==> config.mk <==
export PLATFORM = sky130hd
export DESIGN_NAME = kli_div
export DESIGN_NICKNAME = d
export VERILOG_FILES = /design/src/rtl/kli_pkg.sv /design/src/rtl/kli_div.sv
export SDC_FILE = /design/constraint.sdc
export NUM_CORES = 1
export LEC_CHECK = 0
export ABC_CLOCK_PERIOD_IN_PS = 8100
export BUFFER_PORTS_ARGS = -buffer_cell sky130_fd_sc_hd__buf_2
export CELL_PAD_IN_SITES_DETAIL_PLACEMENT = 1
export CELL_PAD_IN_SITES_GLOBAL_PLACEMENT = 2
export CORE_ASPECT_RATIO = 1.75
export CORE_MARGIN = 3
export CORE_UTILIZATION = 38
export CTS_CLUSTER_DIAMETER = 60
export CTS_CLUSTER_SIZE = 16
export DETAILED_ROUTE_END_ITERATION = 16
export PLACE_DENSITY_LB_ADDON = 0.1
export SYNTH_ARGS = -nofsm -noshare
export SYNTH_HDL_FRONTEND = slang
export SYNTH_SLANG_ARGS = --single-unit
==> constraint.sdc <==
create_clock -name clk -period 8.1 [get_ports clk]
set_clock_uncertainty 0.15 [all_clocks]
set_input_delay 0.405 -clock clk [delete_from_list [all_inputs] [get_ports clk]]
set_output_delay 0.405 -clock clk [all_outputs]
set_load 0.02 [all_outputs]
==> src/rtl/kli_pkg.sv <==
`timescale 1ns / 1ps
// ----------------------------------------------------------------------------
// kli_pkg
// Shared types and constants for the keyframe linear interpolator.
// ----------------------------------------------------------------------------
package kli_pkg;

  localparam int CH_COUNT     = 6;
  localparam int VAL_W        = 32;
  localparam int FRM_W        = 16;
  localparam int SLOT_W       = 4;
  localparam int NK_W         = 5;
  localparam int DIFF_W       = VAL_W + 1;
  localparam int PROD_W       = DIFF_W + FRM_W;
  localparam int CH_W         = 3;
  localparam int CFG_IDX_W    = 1;
  localparam int CFG_DATA_W   = 5;
  localparam int MAX_KEYS_DEF = 16;

  localparam logic [CFG_IDX_W-1:0] REG_NUM_KEYS = 1'b0;
  localparam logic [CFG_IDX_W-1:0] REG_LOOP_EN  = 1'b1;

  localparam logic [NK_W-1:0] NUM_KEYS_RST = 5'd2;
  localparam logic [CH_W-1:0] CH_LAST      = 3'd5;

  typedef struct packed {
    logic [CH_COUNT-1:0][VAL_W-1:0] val;
    logic [FRM_W-1:0]               frames;
  } key_row_t;

  typedef enum logic [2:0] {
    S_IDLE,
    S_RD_BASE,
    S_DIFF,
    S_MUL,
    S_DIV_GO,
    S_DIV_WAIT,
    S_ACC,
    S_DONE
  } kli_state_t;

  typedef struct packed {
    logic rd_en;
    logic rd_other;
    logic ld_tick;
    logic cap_base;
    logic ld_diff;
    logic ld_prod;
    logic div_start;
    logic ld_res;
    logic ld_out;
  } kli_ctl_t;

endpackage

==> src/rtl/kli_div.sv <==
`timescale 1ns / 1ps
// ----------------------------------------------------------------------------
// kli_div
// Radix-2 restoring unsigned divider, one quotient bit per cycle.
// ----------------------------------------------------------------------------
module kli_div
  import kli_pkg::*;
#(
  parameter int DVD_W = PROD_W,
  parameter int DVS_W = FRM_W,
  parameter int Q_W   = VAL_W
) (
  input  logic             clk,
  input  logic             rst_n,
  input  logic             start,
  input  logic [DVD_W-1:0] dividend,
  input  logic [DVS_W-1:0] divisor,
  output logic             busy,
  output logic             done,
  output logic [Q_W-1:0]   quotient
);

  localparam int CW = $clog2(DVD_W + 1);

  logic             busy_r, busy_nxt;
  logic             done_r, done_nxt;
  logic [CW-1:0]    cnt_r, cnt_nxt;
  logic [DVS_W-1:0] rem_r, rem_nxt;
  logic [DVD_W-1:0] quo_r, quo_nxt;
  logic [DVS_W-1:0] dvs_r, dvs_nxt;

  logic [DVS_W:0]   rem_sh;
  logic [DVS_W:0]   rem_dif;
  logic             ge;

  assign rem_sh  = {rem_r, quo_r[DVD_W-1]};
  assign ge      = rem_sh >= {1'b0, dvs_r};
  assign rem_dif = rem_sh - {1'b0, dvs_r};

  always_comb begin
    busy_nxt = busy_r;
    done_nxt = 1'b0;
    cnt_nxt  = cnt_r;
    rem_nxt  = rem_r;
    quo_nxt  = quo_r;
    dvs_nxt  = dvs_r;
    if (start) begin
      busy_nxt = 1'b1;
      cnt_nxt  = CW'(DVD_W);
      rem_nxt  = '0;
      quo_nxt  = dividend;
      dvs_nxt  = divisor;
    end else if (busy_r) begin
      rem_nxt = ge ? rem_dif[DVS_W-1:0] : rem_sh[DVS_W-1:0];
      quo_nxt = {quo_r[DVD_W-2:0], ge};
      cnt_nxt = cnt_r - CW'(1);
      if (cnt_r == CW'(1)) begin
        busy_nxt = 1'b0;
        done_nxt = 1'b1;
      end
    end
  end

  always_ff @(posedge clk) begin
    if (!rst_n) begin
      busy_r <= 1'b0;
      done_r <= 1'b0;
      cnt_r  <= '0;
    end else begin
      busy_r <= busy_nxt;
      done_r <= done_nxt;
      cnt_r  <= cnt_nxt;
    end
  end

  always_ff @(posedge clk) begin
    rem_r <= rem_nxt;
    quo_r <= quo_nxt;
    dvs_r <= dvs_nxt;
  end

  assign busy     = busy_r;
  assign done     = done_r;
  assign quotient = quo_r[Q_W-1:0];

endmodule
==> impl_table.tex <==
\begin{tabular}{lr}
\hline
Metric & Value \\
\hline
\multicolumn{2}{l}{\textbf{GRT}} \\
\quad Grt ovf & 0 \\
\quad Via count of the first global-routing pass & 3867 \\
\quad Initial antenna violation count & 0 \\
\quad Global-route wire length before repair & 20.1 mm \\
\quad Largest net degree at the start of global routing & 81 \\
\quad Overall track demand over capacity in global routing & 17.9\% \\
\multicolumn{2}{l}{\textbf{CTS}} \\
\quad Number of buffers inserted to repair setup after CTS & 0 \\
\quad Clock-pin slew of the registers on the worst-case setup and hold paths & 0.07 ns \\
\quad Cell at the root of the clock tree & clkbuf\_16 \\
\quad Clock Tree Buf Depth & 2 \\
\quad Total clock buffers created by CTS & 9 \\
\quad Total of hold buffers inserted after clock tree synthesis & 0 \\
\quad Number of H-tree levels & 3 \\
\quad Clock Sink Count & 89 \\
\quad Clk Latency, worst-skew pair & 0.34 ns \\
\quad Clock tree from TritonCTS & done \\
\quad Resized cells post-CTS & 0 \\
\multicolumn{2}{l}{\textbf{Final layout}} \\
\quad Non-filler instance count after layout & 666 \\
\quad Combined area of the multi-input logic cells & 2000 µm² \\
\quad Count of antenna diodes in the layout & 0 \\
\quad Area added between synthesis and finish & 14.8\% \\
\quad Filler cell count & 1399 \\
\quad Share of cells above drive strength 1 & 33.9\% \\
\quad Layout net count & 583 \\
\quad Post-route cell area & 5550 µm² \\
\quad Register Area & 2430 µm² \\
\multicolumn{2}{l}{\textbf{Power and ir drop}} \\
\quad Power density relative to cell area & 209 nW/µm² \\
\quad Worst supply voltage drop on vdd & 145 µV \\
\quad Pwr Total & 1.16 mW \\
\quad Leakage power total & 2.28 nW \\
\multicolumn{2}{l}{\textbf{Logic synthesis}} \\
\quad Largest cells by area after synthesis & edfxtp\_1 40\%, mux2\_2 11\%, dfxtp\_1 9.9\% \\
\quad Cell type contributing the most total cell area after synthesis & edfxtp\_1 \\
\quad Most frequent cells after synthesis & 65 x edfxtp\_1, 48 x mux2\_2, 33 x buf\_4 \\
\quad Number of nets produced by synthesis & 518 \\
\quad Sequential cell area fraction in the yosys report & 50.3\% \\
\quad Post-synth top area share & 40.3\% \\
\quad Syn avg cell area & 11.2 µm² \\
\quad Synthesis Warnings & 0 \\
\quad Number of standard cells after synthesis & 431 \\
\quad Post-synthesis sequential element count & 89 \\
\quad Most common cell in the netlist & edfxtp\_1 \\
\quad Prevailing post-synth register cell & edfxtp\_1 \\
\quad Post-synth ARST share & 0\% \\
\quad Distinct cells, synth & 50 \\
\quad Post-synth EDFFs & 65 \\
\quad Combined area of all synthesized cells & 4840 µm² \\
\multicolumn{2}{l}{\textbf{Floorplanning}} \\
\quad Core ar. & 12200 µm² \\
\quad Die Outline Area & 14200 µm² \\
\quad Floorplan die height & 155 µm \\
\quad Number of I/O pins & 102 \\
\quad Std cell rows & 53 \\
\quad Horiz. Die Dim & 91.3 µm \\
\quad Initial standard-cell utilization of the core & 39.7\% \\
\multicolumn{2}{l}{\textbf{Routing}} \\
\quad Number of nets with antenna violations after routing & 0 \\
\quad Overall via count from detail\_route & 3483 \\
\quad Drt total wl & 12.3 mm \\
\quad Pre-antenna DRT Iters & 4 \\
\quad Per-cell routed wire length & 18.5 µm \\
\quad Vias per cell & 5.23 \\
\quad Final routed DRC violation total & 0 \\
\quad Iteration-0 DRC count of the detailed router & 131 \\
\multicolumn{2}{l}{\textbf{Timing}} \\
\quad Slew at the pin with the worst max-slew slack & 1.12 ns \\
\quad Upper clock frequency limit & 337 MHz \\
\quad Setup Total Neg Slack & 0 ns \\
\quad Count of pins over their slew limit & 0 \\
\quad Final Hold Fails & 0 \\
\quad Final clock period utilization by the worst path & 36.7\% \\
\quad Setup-failing EPs final & 0 \\
\quad Worst slew margin & 24.9\% \\
\quad Final critical-path required period & 2.97 ns \\
\quad RSZ-0062 raised after global routing & false \\
\multicolumn{2}{l}{\textbf{Setup path}} \\
\quad Setup Crit Path Kind & flip-flop to flip-flop \\
\quad CP Launch Type & flip-flop \\
\quad Endpoint type of the worst setup path & flip-flop \\
\quad Biggest fanout along the worst timing path & 10 \\
\quad WP data arrival & 3.06 ns \\
\quad Data required time of the worst path & 8.19 ns \\
\multicolumn{2}{l}{\textbf{Placed design}} \\
\quad DP Cell Count & 650 \\
\quad Post-placement cell area & 5260 µm² \\
\quad Buffers on Ports & 101 \\
\quad DP HPWL & 9.19 mm \\
\quad Routability Congestion & 0.845 \\
\multicolumn{2}{l}{\textbf{Flow run}} \\
\quad Maxcap violations & 0 \\
\multicolumn{2}{l}{\textbf{Status}} \\
\quad Result of the run & completed \\
\multicolumn{2}{l}{\textbf{Min path}} \\
\quad Path type of the worst min-delay path & primary input to flip-flop \\
\hline
\end{tabular}
[final timing paths]
path / from / to / slack, ns / cells after the start
setup / recovery: dvs_r[6] / rem_r[7] / 5.13 / 9
hold reg to reg: cnt_r[1] / cnt_r[1] / 0.36 / 2
setup reg to reg: dvs_r[6] / rem_r[7] / 5.13 / 9
hold / removal: divisor[10] / dvs_r[10] / 0.08 / 1
[final cells by class]
class	count	share of cell area, %
Clock inverter	6	1.22
Multi-Input combinational cell	268	36.0
Tap cell	165	3.72
Timing Repair Buffer	103	9.42
Sequential cell	89	43.8
Clock buffer	10	4.12
Inverter	25	1.69
[sequential cells by signal, summed over array words and instances (netlist names)]
register  cells
busy          1
quo_r        49
dvs_r        16
rem_r        16
done          1
cnt_r         6
[metrics by stage]
stage | util, % | setup WS (ns) | hold slack [ns]
after floorplan | - | 5.57 | 0.305
after global placement | 43.1 | 5.23 | 0.333
after detailed placement | 43.1 | 5.12 | 0.349
after CTS | 45.5 | 5.13 | 0.0822
after global routing | 45.5 | 4.80 | 0.0822
final | 45.5 | 5.13 | 0.0846
[per-layer routing]
| layer | global-route usage [%] | vias up | routed length, µm |
|---|---|---|---|
| li1 | - | 1683 | - |
| met2 | 35.1 | 82 | 7110 |
| met3 | 3.10 | 11 | 447 |
| met4 | 4.89 | 0 | 176 |
| met1 | 19.3 | 1707 | 4580 |
| met5 | 0 | - | 0 |
[placed cells by master (no fill, tap or decap), types with 4 or more instances in the layout]
| master | Yosys | final |
|---|---|---|
| a221o_1 | 4 | 4 |
| xnor2_1 | 6 | 6 |
| nand2_1 | 29 | 29 |
| a32oi_1 | 5 | 5 |
| ha_1 | 18 | 18 |
| clkbuf_16 | 0 | 9 |
| a21oi_1 | 14 | 14 |
| mux2_2 | 48 | 48 |
| nand3_1 | 13 | 13 |
| edfxtp_1 | 65 | 65 |
| o21a_1 | 9 | 9 |
| mux2i_1 | 4 | 4 |
| o21ai_0 | 19 | 19 |
| and3_1 | 5 | 5 |
| a21o_1 | 5 | 5 |
| xor2_1 | 7 | 7 |
| inv_1 | 25 | 24 |
| nor3_1 | 7 | 7 |
| buf_2 | 2 | 100 |
| nand4b_1 | 4 | 4 |
| nor2_1 | 26 | 26 |
| dfxtp_1 | 24 | 24 |
[report_power, final]
group | switching [mW] | total [mW] | leakage, nW | internal [mW]
Combinational | 0.104 | 0.180 | 1.29 | 0.0758
Clock | 0.184 | 0.425 | 0.139 | 0.241
Sequential | 0.0195 | 0.555 | 0.845 | 0.535
Total | 0.308 | 1.16 | 2.28 | 0.852
[critical path, cell delays in order (launching register included)]
cell,delay (ns)
edfxtp_1,0.32
inv_1,0.04
ha_1,0.35
a21oi_1,0.25
o22ai_1,0.22
a221o_1,0.43
a221oi_1,0.52
buf_4,0.28
nand2_1,0.07
a311oi_1,0.24
[logic make-up after synthesis]
kind of cell | after synthesis | share of synthesized area, %
DFF | 89 | 50.3
xor gates and xnor gates | 13 | 2.35
AOI/OAI and AO/OA | 82 | 11.8
muxes | 52 | 12.0
and+or+nand+nor | 102 | 10.2
adders and majority gates | 19 | 5.07
buffers and inverters | 74 | 8.35
(Power assumes the default switching activity.)
